<file path="src/sv/mntm_pkg.sv">
package mntm_pkg;

  localparam int unsigned PERIOD_W = 17;

  localparam logic [7:0] ACTIVE_SENSE = 8'hFE;
  localparam logic [3:0] KIND_NOTE_OFF = 4'h8;
  localparam logic [3:0] KIND_NOTE_ON = 4'h9;

  localparam logic [PERIOD_W-1:0] PERIOD_STOP = 17'd65536;
  localparam logic [PERIOD_W-1:0] PERIOD_BASE = 17'd9250;
  localparam logic [PERIOD_W-1:0] PERIOD_SLOPE = 17'd70;

  localparam logic [6:0] NOTE_M0_UP = 7'd48;
  localparam logic [6:0] NOTE_M0_DN = 7'd47;
  localparam logic [6:0] NOTE_M1_UP = 7'd53;
  localparam logic [6:0] NOTE_M1_DN = 7'd52;
  localparam logic [6:0] NOTE_M2_UP = 7'd60;
  localparam logic [6:0] NOTE_M2_DN = 7'd59;
  localparam logic [6:0] NOTE_DISABLE = 7'd72;
  localparam logic [6:0] NOTE_ENABLE = 7'd74;
  localparam logic [6:0] NOTE_CALIB = 7'd76;
  localparam logic [6:0] NOTE_RESET = 7'd77;

  localparam logic [1:0] MODE_NORMAL = 2'd0;
  localparam logic [1:0] MODE_DISABLED = 2'd1;

  typedef enum logic [2:0] {
    CMD_SET     = 3'd0,
    CMD_DISABLE = 3'd1,
    CMD_ENABLE  = 3'd2,
    CMD_CALIB   = 3'd3,
    CMD_RESET   = 3'd4
  } cmd_t;

  typedef enum logic [2:0] {
    PH_IDLE = 3'b001,
    PH_NOTE = 3'b010,
    PH_VEL  = 3'b100
  } phase_t;

  typedef struct packed {
    logic [2:0]          command;
    logic [1:0]          motor_index;
    logic                direction;
    logic [PERIOD_W-1:0] step_period;
    logic                start_motor;
  } result_t;

  typedef struct packed {
    logic       hit;
    logic [1:0] motor;
    logic       dir;
  } motor_map_t;

  function automatic motor_map_t map_motor_note(input logic [6:0] note);
    motor_map_t m;
    m = '{hit: 1'b1, motor: 2'd0, dir: 1'b0};
    case (note)
      NOTE_M0_UP: m = '{hit: 1'b1, motor: 2'd0, dir: 1'b0};
      NOTE_M0_DN: m = '{hit: 1'b1, motor: 2'd0, dir: 1'b1};
      NOTE_M1_UP: m = '{hit: 1'b1, motor: 2'd1, dir: 1'b0};
      NOTE_M1_DN: m = '{hit: 1'b1, motor: 2'd1, dir: 1'b1};
      NOTE_M2_UP: m = '{hit: 1'b1, motor: 2'd2, dir: 1'b0};
      NOTE_M2_DN: m = '{hit: 1'b1, motor: 2'd2, dir: 1'b1};
      default:    m = '{hit: 1'b0, motor: 2'd0, dir: 1'b0};
    endcase
    return m;
  endfunction

endpackage

</file>
<file path="src/sv/mntm_in_if.sv">
interface mntm_in_if;
  logic       valid;
  logic       ready;
  logic [7:0] midi_byte;
  logic [1:0] motor_mode;

  modport source (output valid, output midi_byte, output motor_mode, input ready);
  modport sink (input valid, input midi_byte, input motor_mode, output ready);
endinterface

</file>
<file path="src/sv/mntm_out_if.sv">
interface mntm_out_if;
  logic                          valid;
  logic                          ready;
  logic [2:0]                    command;
  logic [1:0]                    motor_index;
  logic                          direction;
  logic [mntm_pkg::PERIOD_W-1:0] step_period;
  logic                          start_motor;

  modport source (output valid, output command, output motor_index, output direction,
                  output step_period, output start_motor, input ready);
  modport sink (input valid, input command, input motor_index, input direction,
                input step_period, input start_motor, output ready);
endinterface

</file>
<file path="src/sv/midi_note_to_motor_decoder_core.sv">
// MIDI note decoder for a three-motor stage.
// in_ch carries one MIDI byte per transaction together with the current
// motor mode. out_ch carries at most one motor command per byte; bytes that
// cause no command (status bytes, note bytes, unmapped notes) are consumed
// silently. cfg_we/cfg_wdata set the listen channel; write it only while the
// block is idle.
// A command passes from the input register through the combinational parser
// into the output register and shows on out_ch once loaded there; a stall on
// out_ch can hold it in the input register in between.
// Throughput: one byte per cycle while the output register is free; the
// parser's next state is combinational, so the input register drains at that rate.
// Reset (rst_n low, synchronous) empties both registers, sets the parser
// idle and the listen channel to 0.
// When out_ch stalls with a command held, the input register stays full and
// in_ch.ready drops; bytes that make no command still pass when the output
// register is free.
module midi_note_to_motor_decoder_core (
  input  logic       clk,
  input  logic       rst_n,
  input  logic       cfg_we,
  input  logic [3:0] cfg_wdata,
  mntm_in_if.sink    in_ch,
  mntm_out_if.source out_ch
);

  logic       in_vld_r;
  logic [7:0] in_byte_r;
  logic [1:0] in_mode_r;
  logic [3:0] listen_r;

  logic              out_free;
  logic              take;
  logic              res_vld;
  mntm_pkg::result_t res;

  assign take        = in_vld_r && out_free;
  assign in_ch.ready = !in_vld_r || take;

  always_ff @(posedge clk) begin
    if (!rst_n) begin
      in_vld_r <= 1'b0;
      listen_r <= '0;
    end else begin
      if (in_ch.ready) begin
        in_vld_r <= in_ch.valid;
      end
      if (cfg_we) begin
        listen_r <= cfg_wdata;
      end
    end
  end

  always_ff @(posedge clk) begin
    if (in_ch.valid && in_ch.ready) begin
      in_byte_r <= in_ch.midi_byte;
      in_mode_r <= in_ch.motor_mode;
    end
  end

  mntm_parser u_parser (
    .clk            (clk),
    .rst_n          (rst_n),
    .listen_channel (listen_r),
    .take           (take),
    .midi_byte      (in_byte_r),
    .motor_mode     (in_mode_r),
    .res_vld        (res_vld),
    .res            (res)
  );

  mntm_out_stage u_out (
    .clk     (clk),
    .rst_n   (rst_n),
    .load    (take),
    .res_vld (res_vld),
    .res     (res),
    .free    (out_free),
    .out_ch  (out_ch)
  );

endmodule

</file>
<file path="src/sv/mntm_parser.sv">
module mntm_parser (
  input  logic                clk,
  input  logic                rst_n,
  input  logic [3:0]          listen_channel,
  input  logic                take,
  input  logic [7:0]          midi_byte,
  input  logic [1:0]          motor_mode,
  output logic                res_vld,
  output mntm_pkg::result_t   res
);

  mntm_pkg::phase_t phase_r, phase_nxt;
  logic [3:0] kind_r, kind_nxt;
  logic [6:0] note_r, note_nxt;

  mntm_pkg::motor_map_t mm;
  logic [6:0]  vel;
  logic [mntm_pkg::PERIOD_W-1:0] slope_prod;
  logic [mntm_pkg::PERIOD_W-1:0] run_period;
  logic normal;
  logic pair_done;

  assign vel        = midi_byte[6:0];
  assign mm         = mntm_pkg::map_motor_note(note_r);
  assign normal     = (motor_mode == mntm_pkg::MODE_NORMAL);
  assign slope_prod = mntm_pkg::PERIOD_W'(vel) * mntm_pkg::PERIOD_SLOPE;
  assign run_period = (vel == 7'd0) ? mntm_pkg::PERIOD_STOP
                                    : mntm_pkg::PERIOD_BASE - slope_prod;

  // Parser state
  always_comb begin
    phase_nxt = phase_r;
    kind_nxt  = kind_r;
    note_nxt  = note_r;
    pair_done = 1'b0;
    if (midi_byte == mntm_pkg::ACTIVE_SENSE) begin
      phase_nxt = phase_r;
    end else if (midi_byte[7]) begin
      if (midi_byte[3:0] == listen_channel) begin
        kind_nxt  = midi_byte[7:4];
        phase_nxt = mntm_pkg::PH_NOTE;
      end else begin
        phase_nxt = mntm_pkg::PH_IDLE;
      end
    end else begin
      case (phase_r)
        mntm_pkg::PH_NOTE: begin
          note_nxt  = midi_byte[6:0];
          phase_nxt = mntm_pkg::PH_VEL;
        end
        mntm_pkg::PH_VEL: begin
          phase_nxt = mntm_pkg::PH_NOTE;
          pair_done = 1'b1;
        end
        default: phase_nxt = phase_r;
      endcase
    end
  end

  // Command decode on the velocity byte
  always_comb begin
    res_vld = 1'b0;
    res     = '0;
    if (pair_done) begin
      if (kind_r == mntm_pkg::KIND_NOTE_ON) begin
        if (mm.hit) begin
          res_vld         = normal;
          res.command     = mntm_pkg::CMD_SET;
          res.motor_index = mm.motor;
          res.direction   = mm.dir;
          res.step_period = run_period;
          res.start_motor = 1'b1;
        end else begin
          case (note_r)
            mntm_pkg::NOTE_DISABLE: begin
              res_vld     = 1'b1;
              res.command = mntm_pkg::CMD_DISABLE;
            end
            mntm_pkg::NOTE_ENABLE: begin
              res_vld     = (motor_mode == mntm_pkg::MODE_DISABLED);
              res.command = mntm_pkg::CMD_ENABLE;
            end
            mntm_pkg::NOTE_CALIB: begin
              res_vld     = normal;
              res.command = mntm_pkg::CMD_CALIB;
            end
            mntm_pkg::NOTE_RESET: begin
              res_vld     = normal;
              res.command = mntm_pkg::CMD_RESET;
            end
            default: res_vld = 1'b0;
          endcase
        end
      end else if (kind_r == mntm_pkg::KIND_NOTE_OFF) begin
        res_vld         = normal && mm.hit;
        res.command     = mntm_pkg::CMD_SET;
        res.motor_index = mm.motor;
        res.direction   = mm.dir;
        res.step_period = mntm_pkg::PERIOD_STOP;
      end
    end
  end

  always_ff @(posedge clk) begin
    if (!rst_n) begin
      phase_r <= mntm_pkg::PH_IDLE;
      kind_r  <= '0;
      note_r  <= '0;
    end else if (take) begin
      phase_r <= phase_nxt;
      kind_r  <= kind_nxt;
      note_r  <= note_nxt;
    end
  end

endmodule

</file>
<file path="src/sv/mntm_out_stage.sv">
module mntm_out_stage (
  input  logic              clk,
  input  logic              rst_n,
  input  logic              load,
  input  logic              res_vld,
  input  mntm_pkg::result_t res,
  output logic              free,
  mntm_out_if.source        out_ch
);

  logic              valid_r, valid_nxt;
  mntm_pkg::result_t data_r;

  assign free = !valid_r || out_ch.ready;

  always_comb begin
    valid_nxt = valid_r;
    if (load && res_vld) begin
      valid_nxt = 1'b1;
    end else if (out_ch.ready) begin
      valid_nxt = 1'b0;
    end
  end

  always_ff @(posedge clk) begin
    if (!rst_n) begin
      valid_r <= 1'b0;
    end else begin
      valid_r <= valid_nxt;
    end
  end

  always_ff @(posedge clk) begin
    if (load && res_vld) begin
      data_r <= res;
    end
  end

  assign out_ch.valid       = valid_r;
  assign out_ch.command     = data_r.command;
  assign out_ch.motor_index = data_r.motor_index;
  assign out_ch.direction   = data_r.direction;
  assign out_ch.step_period = data_r.step_period;
  assign out_ch.start_motor = data_r.start_motor;

endmodule

</file>
<file path="src/flat_wrapper.sv">
// flat-port wrapper written by rule: the top's interface ports become plain ports
module midi_note_to_motor_decoder_core_flat 
  (clk, rst_n, cfg_we, cfg_wdata, in_ch_valid, in_ch_midi_byte, in_ch_motor_mode, in_ch_ready, out_ch_valid, out_ch_command, out_ch_motor_index, out_ch_direction, out_ch_step_period, out_ch_start_motor, out_ch_ready);
  mntm_in_if in_ch_i ();
  mntm_out_if out_ch_i ();
  input  logic clk;
  input  logic rst_n;
  input  logic cfg_we;
  input  logic [3:0] cfg_wdata;
  input wire logic [$bits(in_ch_i.valid)-1:0] in_ch_valid;
  input wire logic [$bits(in_ch_i.midi_byte)-1:0] in_ch_midi_byte;
  input wire logic [$bits(in_ch_i.motor_mode)-1:0] in_ch_motor_mode;
  output wire logic [$bits(in_ch_i.ready)-1:0] in_ch_ready;
  output wire logic [$bits(out_ch_i.valid)-1:0] out_ch_valid;
  output wire logic [$bits(out_ch_i.command)-1:0] out_ch_command;
  output wire logic [$bits(out_ch_i.motor_index)-1:0] out_ch_motor_index;
  output wire logic [$bits(out_ch_i.direction)-1:0] out_ch_direction;
  output wire logic [$bits(out_ch_i.step_period)-1:0] out_ch_step_period;
  output wire logic [$bits(out_ch_i.start_motor)-1:0] out_ch_start_motor;
  input wire logic [$bits(out_ch_i.ready)-1:0] out_ch_ready;
  assign in_ch_i.valid = in_ch_valid;
  assign in_ch_i.midi_byte = in_ch_midi_byte;
  assign in_ch_i.motor_mode = in_ch_motor_mode;
  assign in_ch_ready = in_ch_i.ready;
  assign out_ch_valid = out_ch_i.valid;
  assign out_ch_command = out_ch_i.command;
  assign out_ch_motor_index = out_ch_i.motor_index;
  assign out_ch_direction = out_ch_i.direction;
  assign out_ch_step_period = out_ch_i.step_period;
  assign out_ch_start_motor = out_ch_i.start_motor;
  assign out_ch_i.ready = out_ch_ready;
  midi_note_to_motor_decoder_core u_core (.clk(clk), .rst_n(rst_n), .cfg_we(cfg_we), .cfg_wdata(cfg_wdata), .in_ch(in_ch_i), .out_ch(out_ch_i));
endmodule
</file>
<file path="config.mk">
export PLATFORM = sky130hd
export DESIGN_NAME = midi_note_to_motor_decoder_core_flat
export DESIGN_NICKNAME = d
export VERILOG_FILES = /design/src/sv/mntm_pkg.sv /design/src/sv/mntm_in_if.sv /design/src/sv/mntm_out_if.sv /design/src/sv/midi_note_to_motor_decoder_core.sv /design/src/sv/mntm_parser.sv /design/src/sv/mntm_out_stage.sv /design/src/flat_wrapper.sv
export SDC_FILE = /design/constraint.sdc
export NUM_CORES = 1
export LEC_CHECK = 0
export BUFFER_PORTS_ARGS = -buffer_cell sky130_fd_sc_hd__buf_2
export CAP_MARGIN = 20
export CORE_MARGIN = 3
export CORE_UTILIZATION = 45
export DETAILED_ROUTE_END_ITERATION = 8
export GPL_TIMING_DRIVEN = 0
export PLACE_DENSITY = 0.73
export SETUP_SLACK_MARGIN = 0.4
export SLEW_MARGIN = 10
export SYNTH_ARGS = -nofsm -noshare
export SYNTH_HDL_FRONTEND = slang
export SYNTH_HIERARCHICAL = 1
export SYNTH_SLANG_ARGS = --single-unit
</file>
<file path="constraint.sdc">
create_clock -name clk -period 7 [get_ports clk]
set_clock_uncertainty 0.15 [all_clocks]
set_input_delay 1.05 -clock clk [delete_from_list [all_inputs] [get_ports clk]]
set_output_delay 1.05 -clock clk [all_outputs]
set_load 0.01 [all_outputs]
</file>
Yosys cells after proc, flatten, opt, wreduce, memory -nomap -nowiden
Cells that the tools add are included.

ROM bits: 0. Input port bits: 19. Bits in registers: 54. RAM bits: 0. Memories kept: 0. Logic and storage cells: 71. Bits in latches: 0. Output and inout bits: 26.

Bitwise gates (word level): 2. Equal/unequal tests: 17. Shifts and indexed selects: 0. Add/sub/neg operators: 1. Muxes and demuxes: 20. Multiply operators: 1. Reductions and logical operators: 17. Magnitude comparators: 0. Divide/modulo/power cells: 0.

Operator list (number): equality test 7 x 6 -> 1 bit, second input constant (6); equality test 7 bit, second input constant (4); case mux 4 bit (6 select lines) (1); two-way mux 23 bit (1); two-way mux 21 bit (1); two-way mux 20 bit (1); two-way mux 17 bit (1); subtractor 14 x 14 -> 15 bit, first input constant (1); multiplier 7 x 6 -> 13 bit, second input constant (1); case mux 3 bit (4 select lines) (1); two-way mux 1 bit (9); equality test 4 bit, second input constant (2); equality test 8 bit, second input constant (1); AND reduction 4 bit (2); zero test 7 bit (1); two-way mux 3 bit (2); case mux 3 bit (2 select lines) (1); equality test 4 bit (1); logical AND 1 bit (4); equality test 3 x 2 -> 1 bit, second input constant (1); equality test 3 bit, second input constant (1); case mux 1 bit (3 select lines) (1); AND reduction 3 bit (1); nonzero test 3 bit (1); other kinds (9) (12).

Depth between registers and ports, before layout
Depth after elaboration: 8. Gate-level depth with buffers: 13. Mapped depth without buffers: 13.

Cells and area by module
The synthesis kept the hierarchy.

Modules (own cells, without submodules): mntm_parser (seq. area each 280.3 um^2, instances 1, cells each 231, area an instance 1756.7 um^2); mntm_out_stage (seq. area each 740.7 um^2, instances 1, cells each 29, area an instance 773.2 um^2); midi_note_to_motor_decoder_core (seq. area each 400.4 um^2, instances 1, cells each 29, area an instance 514.2 um^2).

Worst setup path before layout
No wires, ideal clock.

Kind: reg-to-reg. Start: register u_core.in_byte_r[6]. End: register u_core.u_out.data_r (netlist bit u_core/u_out/out_ch.step_period[13]), data pin. Cell stages (with the launch flop): 12. Setup slack: 3530 ps. Path buffers: 0. Setup time: 256 ps. Data arrival time: 3064 ps. Cells stage by stage: edfxtp_1 -> ha_1 -> ha_1 -> fa_1 -> ha_1 -> or2_2 -> o21ai_2 -> xnor2_1 -> or3b_4 -> o21ai_2 -> a21o_1 -> a21oi_1.

Word-level cells in the longest chain between the ends: 5. Elaborated cells on any way between the ends: 8. Classes of those cells: add/sub (1); mul (1); eq/ne (1); mux (4); reduce/logical (1).

RTL lines: start, declared (RTL line midi_note_to_motor_decoder_core.sv:27) `logic [7:0] in_byte_r;`; start signal, assigned (RTL line midi_note_to_motor_decoder_core.sv:55) `in_byte_r <= in_ch.midi_byte;`; multiplier 7 x 6 -> 13 bit (RTL line mntm_parser.sv:26) `assign slope_prod = mntm_pkg::PERIOD_W'(vel) * mntm_pkg::PERIOD_SLOPE;`; subtractor 14 x 14 -> 15 bit (RTL line mntm_parser.sv:28) `: mntm_pkg::PERIOD_BASE - slope_prod;`; two-way mux 17 bit (RTL line mntm_parser.sv:27) `assign run_period = (vel == 7'd0) ? mntm_pkg::PERIOD_STOP`; two-way mux 21 bit (RTL line mntm_parser.sv:66) `if (mm.hit) begin`; two-way mux 23 bit (RTL line mntm_parser.sv:65) `if (kind_r == mntm_pkg::KIND_NOTE_ON) begin`; end signal, assigned (RTL line mntm_out_stage.sv:35) `data_r <= res;`; end, declared (RTL line mntm_out_stage.sv:12) `mntm_pkg::result_t data_r;`.

Several ways; a longest one is shown, not always the timed one. A chain may end at the register's enable or synchronous reset.

Worst setup path in the final report
Start: register u_core.in_byte_r[5]. End: register u_core.u_out.data_r (netlist bit u_core/u_out/out_ch.step_period[15]), data pin.

Same word-level chain as after synthesis.

==> summary.txt <==
Timing
  – Total negative slack: 0 ns
  – Max Slew Vio Count: 0
  – Worst slew pin tran: 0.905 ns
  – Setup Viol. Count Final: 0
  – Final WS setup: 3.19 ns
  – F_max: approximately 0.26 GHz
  – Rel. slew slack: 0.396
  – Tcrit/Tclk final: 0.544
  – Final Hold Viols: 0
  – Post-layout min period: 3.81 ns
  – Min Hold Slack: 0.352 ns
  – RSZ-0062 raised after global routing: no

Clock tree
  – H-tree depth: 2
  – # clock sinks: 54
  – Clk pin slew, worst setup/hold paths: 0.10 ns
  – TritonCTS buffer count: 5
  – Post-CTS Hold Fix Bufs: 0
  – CTS tree: yes
  – Clock root buffer: clkbuf_8
  – Maximum clock insertion buffer count: 2
  – Post-CTS Setup Inserts: 0
  – Post-CTS Resized: 0
  – Clk_lat worst skew: 0.31 ns

Finish
  – # diodes: 0
  – Cell area after layout: 3470 µm²
  – Post-Layout Cell Count: 417
  – Fin nets: 387
  – Share of cells above drive strength 1: 0.203
  – Fillers: 578
  – Finished Core Util: 0.537
  – Area delta synth->final: 13.9%

Synthesis
  – Syn avg cell area: 10.5 µm²
  – Post-synthesis sequential area ratio: 0.467
  – Yosys reg bits: 54
  – Number of synthesis warnings: 6
  – Mapped Cells: between 200 and 300
  – FFs w/ async S/R, synth: 0
  – Main synth FF type: edfxtp_1
  – Post-synth EDFFs: 34
  – Mapped Area: 3040 µm²
  – Post-Syn Nets: approximately 340
  – Count of cell types in the netlist: 54

Global route
  – Largest net degree at the start of global routing: 25
  – Vias in the first global route: 2002
  – First-pass GRT wire length: 8930 µm
  – Global route overflow: 0
  – Total Routing Usage GR: 0.147
  – Initial antenna violation count: 0

Die
  – Die height: between 80 and 90 µm
  – Die footprint: 7790 µm²
  – Die width: 88.3 µm
  – I/O pin count: 45
  – Core Region: 6460 µm²
  – Initial core utilization: 0.471
  – Row cnt: 29

Worst setup path
  – Crit-path most repeated cell: ha_1
  – Worst-path maximum fanout: 5
  – CP startpoint kind: register
  – Data arrival, critical path: about 3.9 ns
  – Worst reg2reg setup slack: 3.19 ns
  – Worst reg-to-reg path cell count: 12
  – Crit. Startpoint: u_core/in_byte_r[5]
  – R2r startpoint: u_core/in_byte_r[5]
  – CP max-delay cell: edfxtp_1
  – Crit path cell chain: inv_1 -> ha_1 -> ha_1 -> fa_1 -> ha_1 -> or2_2 -> o211ai_2 -> a21oi_1 -> o311ai_1 -> nor2b_1 -> a211oi_1 -> buf_4
  – WP data required: 7.04 ns
  – Crit end category: register
  – Setup CP Type: reg2reg
  – CP max stage delay: 0.48 ns

Detailed routing
  – Via count: 2132
  – Post-DR wirelength/cell: around 13 µm
  – Vias per cell: 5.11
  – DRT antenna net count: 0
  – Iteration-0 DRC Markers: 86
  – DRT Wirelength: 5240 µm
  – Drt drc: 0
  – First-pass DRT Iterations: 4

Hold path
  – Hold path depth: 1
  – Worst min path class: reg2reg
  – Worst Min Path Start: u_core/u_parser/kind_r[3]

Pwr
  – Power, Total: 0.767 mW
  – Leakage: ~1.4 nW
  – Worst vdd ir: 0.152 mV
  – Cell Pwr Density: 221 nW/µm²

Placed design
  – Inst Count DP: 409
  – Final GP Congestion: 0.827
  – Port bufs: 43
  – Pre-CTS WS: 3.20 ns
  – Placement Cell Area: 3360 µm²
  – DP Wirelength: 4140 µm

Outcome
  – Outcome: finished, final reports clean

Flow run
  – Max Cap Viol: 0
[cell usage in the layout, fill, tap and decap left out, types with 3 or more instances in the layout]
cell type | netlist | routed
and2b_1 | 3 | 3
edfxtp_1 | 34 | 34
inv_1 | 27 | 27
nand4_1 | 3 | 3
mux2i_1 | 6 | 6
nor2b_1 | 13 | 13
fa_1 | 3 | 3
nor3_1 | 8 | 8
xor2_1 | 6 | 6
nand3_1 | 4 | 4
nor2_1 | 27 | 27
clkbuf_8 | 0 | 5
dfxtp_1 | 20 | 20
xnor2_1 | 13 | 13
buf_2 | 1 | 44
ha_1 | 26 | 26
o21a_1 | 3 | 3
nand2_1 | 11 | 11
and2_1 | 6 | 6
o21ai_0 | 12 | 12
clkbuf_1 | 4 | 4
a21oi_1 | 18 | 18
[worst paths after layout]
kind                                    endpoint
max          u_core/u_out/out_ch.step_period[15]
max reg2reg  u_core/u_out/out_ch.step_period[15]
min reg2reg            u_core/u_parser/kind_r[3]
min                    u_core/u_parser/kind_r[3]
[state kept, by name, indices dropped and copies added, names as in the netlist, 2 cells and up]
register / flops
u_core/in_byte_r: 8
u_core/in_mode_r: 2
u_core/listen_r: 4
u_core/u_out/out_ch.command: 3
u_core/u_out/out_ch.motor_index: 2
u_core/u_out/out_ch.step_period: 17
u_core/u_parser/kind_r: 4
u_core/u_parser/note_r: 7
u_core/u_parser/phase_r: 3
[metal layers]
metal	vias to the layer above	part of all wire	track usage
li1	1101	-	-
met1	978	0.47	0.187
met2	45	0.47	0.249
met3	8	0.046	0.0317
met4	0	0.014	0.0481
met5	-	0	0
[power by group]
part,switching (mW),leakage (nW),internal (mW)
combinational,0.114,0.864,0.0894
clock,0.104,0.0585,0.107
sequential,0.00938,0.437,0.343
[kinds of logic after synthesis]
kind of cell	share of synthesized area
and+or+nand+nor	0.159
DFF	0.467
AOI/OAI and AO/OA	0.114
buffers and inverters	0.0534
adders and majority gates	0.130
xor gates and xnor gates	0.0547
muxes	0.0197
other	0.00123
[cell usage after synthesis, types with 3 or more instances]
master	number	area, µm²
xor2_1	6	52.6
a21oi_1	18	90.1
mux2i_1	6	60.1
nor2_1	27	101
nor2b_1	13	81.3
xnor2_1	13	114
o21a_1	3	22.5
nor3_1	8	40.0
edfxtp_1	34	1020
fa_1	3	60.1
dfxtp_1	20	400
nand4_1	3	18.8
o21ai_0	12	60.1
inv_1	27	101
clkbuf_1	4	15.0
and2_1	6	37.5
ha_1	26	325
and2b_1	3	22.5
nand2_1	11	41.3
nand3_1	4	20.0
[worst max-delay path: cells and delay by family (launching register included)]
| family | cells | cell delay [ns] |
|---|---|---|
| compound gates | 4 | 0.95 |
| flops | 1 | 0.48 |
| fa+ha+maj | 4 | 1.26 |
| simple gates | 2 | 0.48 |
| buf+inv | 2 | 0.35 |
[cell type report]
| cell class | count | area, µm² | area share |
|---|---|---|---|
| multi-input cells | 198 | 1460 | 0.421 |
| flip-flops and latches | 54 | 1420 | 0.410 |
| repair buffers | 43 | 215 | 0.0620 |
| inverters | 28 | 105 | 0.0303 |
| well taps | 77 | 96.3 | 0.0278 |
| clock buffers | 5 | 68.8 | 0.0198 |
| plain buffers | 9 | 57.6 | 0.0166 |
| clock inverters | 3 | 43.8 | 0.0126 |
Power figures use the tool's default switching activity.
